===== src/rtl/rsc_pkg.sv =====
// shared constants and types for the rv32i subset core
package rsc_pkg;

	localparam int MEM_BYTES_DEF = 65536;
	localparam int NUM_REGS_DEF  = 32;

	// request kinds
	localparam logic [1:0] REQ_LOAD  = 2'd0;
	localparam logic [1:0] REQ_EXEC  = 2'd1;
	localparam logic [1:0] REQ_RDREG = 2'd2;
	localparam logic [1:0] REQ_RDMEM = 2'd3;

	// major opcodes
	localparam logic [6:0] OP_REG   = 7'h33;
	localparam logic [6:0] OP_IMM   = 7'h13;
	localparam logic [6:0] OP_LOAD  = 7'h03;
	localparam logic [6:0] OP_STORE = 7'h23;
	localparam logic [6:0] OP_BR    = 7'h63;
	localparam logic [6:0] OP_JAL   = 7'h6F;
	localparam logic [6:0] OP_JALR  = 7'h67;
	localparam logic [6:0] OP_LUI   = 7'h37;
	localparam logic [6:0] OP_AUIPC = 7'h17;
	localparam logic [6:0] F7_ALT   = 7'h20;
	localparam logic [31:0] UPPER_MASK = 32'hFFFFF000;

	// funct3 codes
	localparam logic [2:0] F3_ADD = 3'd0;
	localparam logic [2:0] F3_SLT = 3'd2;
	localparam logic [2:0] F3_XOR = 3'd4;
	localparam logic [2:0] F3_OR  = 3'd6;
	localparam logic [2:0] F3_AND = 3'd7;
	localparam logic [2:0] F3_LW  = 3'd2;
	localparam logic [2:0] F3_BEQ = 3'd0;
	localparam logic [2:0] F3_BNE = 3'd1;
	localparam logic [2:0] F3_BLT = 3'd4;
	localparam logic [2:0] F3_BGE = 3'd5;

	typedef logic [2:0] alu_op_t;
	localparam alu_op_t ALU_ADD = 3'd0;
	localparam alu_op_t ALU_SUB = 3'd1;
	localparam alu_op_t ALU_AND = 3'd2;
	localparam alu_op_t ALU_OR  = 3'd3;
	localparam alu_op_t ALU_XOR = 3'd4;
	localparam alu_op_t ALU_SLT = 3'd5;
	localparam alu_op_t ALU_EQ  = 3'd6;

endpackage


===== src/rtl/rsc_alu.sv =====
// shared 32-bit arithmetic and compare unit
module rsc_alu import rsc_pkg::*; (
	input  alu_op_t     op,
	input  logic [31:0] x,
	input  logic [31:0] y,
	output logic [31:0] res
);

	always_comb begin
		unique case (op)
			ALU_ADD: res = x + y;
			ALU_SUB: res = x - y;
			ALU_AND: res = x & y;
			ALU_OR:  res = x | y;
			ALU_XOR: res = x ^ y;
			ALU_SLT: res = {31'd0, $signed(x) < $signed(y)};
			ALU_EQ:  res = {31'd0, x == y};
			default: res = '0;
		endcase
	end

endmodule


===== config.mk =====
export PLATFORM = sky130hd
export DESIGN_NAME = rsc_alu
export DESIGN_NICKNAME = d
export VERILOG_FILES = /design/src/rtl/rsc_pkg.sv /design/src/rtl/rsc_alu.sv
export SDC_FILE = /design/constraint.sdc
export NUM_CORES = 1
export LEC_CHECK = 0
export ABC_AREA = 1
export BUFFER_PORTS_ARGS = -buffer_cell sky130_fd_sc_hd__buf_2
export CAP_MARGIN = 5
export CELL_PAD_IN_SITES_DETAIL_PLACEMENT = 0
export CELL_PAD_IN_SITES_GLOBAL_PLACEMENT = 1
export CORE_AREA = 2 2 128 130
export DETAILED_ROUTE_END_ITERATION = 7
export DIE_AREA = 0 0 130 132
export GPL_ROUTABILITY_DRIVEN = 1
export GPL_TIMING_DRIVEN = 1
export PLACE_DENSITY_LB_ADDON = 0.1
export SLEW_MARGIN = 40
export SYNTH_ARGS = -nofsm -noshare
export SYNTH_HDL_FRONTEND = slang
export SYNTH_SLANG_ARGS = --single-unit

===== constraint.sdc =====
create_clock -name vclk -period 2.7
set_input_delay 0.135 -clock vclk [all_inputs]
set_output_delay 0.135 -clock vclk [all_outputs]
set_load 0.1 [all_outputs]

==> reports/summary.txt <==
status: complete, no violations
vias in the first global route: 7287
critical path capture point type: primary output
final number of setup-violating endpoints: 0
crit path kind: in2out
Setup crit start kind: primary input
Routed Antenna Nets: 0
initial antenna violation count: 0
CP max FO: 4
remaining global-route overflow: 0
share of layout cells above drive strength 1: 12.8%
Post-CTS Resized: 0
routed len/inst: 15.6 um
Final WS setup: 246 ps
top cells by area, synth: nand2_1 25%, ha_1 20%, inv_1 17%
register area: 0 um^2
initial detailed-routing violation count: 794
relative slew slack: 59.9%
Final #Nets: 1562
global-route wire length before repair: 37.9 mm
fin crit share: 90.9%
synth warn: 0
cts hold-fix bufs: 0
unrepaired setup endpoints after global routing: false
cell count after synthesis: 1315
post-synthesis sequential area ratio: 0%
# clk buffers: 0
row count: 46
Worst Max-Slew Pin Slew: 601 ps
pre-CTS setup slack: 317 ps
fmax: 408 MHz
# IOs: 99
PortBufs: 99
Synth top area share: 25.4%
Hold Crit Class: in2out
Setup crit start: y[0]
gpl congestion: 0.936
worst vdd ir: 0.182 mV
Req. time, crit path: 2570 ps
sequential cells: 0
die footprint: 17200 um^2
PD cells: 273 nW/um^2
Syn Nets: 1489
DRT Pass-1 Iters: 7
crit path DAT: 2320 ps
Yosys cell types: 35
total wire length: 25.0 mm
commonest non-fill, non-tap cells in the layout: 443 x nand2_1, 291 x inv_1, 110 x nand3_1
area grow syn2layout: 17.4%
syn_area_per_cell: 5.04 um^2
Die H: 132 um
setup bufs post-CTS: 0
commonest non-fill, non-tap cell in the layout: nand2_1
Final Hold Vio Count: 0
largest net degree at the start of global routing: 28
Initial Util: 42.2%
drt drc: 0
Cell Area, Synth: 6630 um^2
drt via density: 5.09
# fillers: 1821
leak pwr: 0.00476 uW
via count: 8147
die width: 130 um
Design Power: 2120 uW
post-synth top area cell: nand2_1
crit path time final: 2450 ps
Hold Path End: res[0]
max-cap violations: 0
Final Max Tran Viols: 0
core area: 15700 um^2
DP Wirelength: 21.1 mm
total track usage: 28.1%
Hold Path Depth: 5
hold path startpoint: op[1]
n_diodes: 0
[how the worst max path moves through the flow]
stage / to
after floorplan: res[15]
after global placement: res[17]
after detailed placement: res[20]
after CTS: res[17]
after global routing: res[17]
final: res[28]
[where the power goes]
part / internal, uW / switching [uW] / total [uW]
sequential: 0 / 0 / 0
clock: 0 / 0 / 0
combinational: 642 / 1480 / 2120
total: 642 / 1480 / 2120
[worst max-delay path: stages]
cell and delay, ps:
buf_2 100, ha_1 180, inv_1 80, fa_1 380, inv_1 130, nand3_1 80
nand3_1 190, nand3_1 110, nand3_1 180, nand2_1 160, nand2_1 110, nand2_1 50
nand3_1 80, nand3_1 140, buf_12 190
[layer usage]
layer / wire length, um / track usage, % / share of wire [%]
met5: 0 / 0 / 0
met4: 275 / 2.51 / 1.1
met3: 1950 / 1.38 / 7.8
met2: 10600 / 44.2 / 42
met1: 12200 / 43.5 / 49
[area by class of cell]
| class | count | area, um^2 | share of cell area, % |
|---|---|---|---|
| Multi-Input combinational cell | 965 | 5360 | 68.9 |
| Inverter | 312 | 1170 | 15.1 |
| Timing Repair Buffer | 109 | 973 | 12.5 |
| Tap cell | 216 | 270 | 3.47 |
[per-stage QoR]
stage | instances | util [%] | hold slack, ps | cell area [um^2] | setup TNS, ps
after floorplan | 1315 | - | 897 | 6850 | -17.2
after global placement | 1602 | 49.5 | 831 | 7780 | 0
after detailed placement | 1602 | 49.5 | 823 | 7780 | 0
after CTS | 1602 | 49.5 | 833 | 7780 | 0
after global routing | 1602 | 49.5 | 902 | 7780 | 0
final | 1602 | 49.5 | 838 | 7780 | 0
[kinds of logic (layout without fill, tap and decap cells)]
family / Yosys count / after routing / synth area share (%)
and+or+nand+nor: 713 / 713 / 44.9
buffers and inverters: 350 / 421 / 21.9
AOI/OAI and AO/OA: 144 / 144 / 12.7
adders and majority gates: 107 / 107 / 20.4
xor gates and xnor gates: 1 / 1 / 0.132
[cell usage after synthesis]
cell type,n
a21oi_1,65
a21oi_2,2
a221oi_1,7
a41oi_1,1
and3_1,3
buf_2,11
buf_4,14
buf_6,9
clkbuf_1,2
clkbuf_2,1
clkbuf_4,1
fa_1,2
ha_1,105
inv_1,308
inv_2,4
nand2_1,449
nand2_2,5
nand3_1,112
nand3_2,5
nand4_1,8
nor2_1,102
nor2_2,10
nor2_4,2
nor3_1,11
nor3_2,2
nor3_4,1
nor4_1,3
o2111ai_1,7
o211ai_1,2
o21ai_0,30
o21ai_1,2
o21bai_1,8
o221ai_1,2
o22ai_1,18
xor2_1,1
Power figures use the tool's default switching activity.
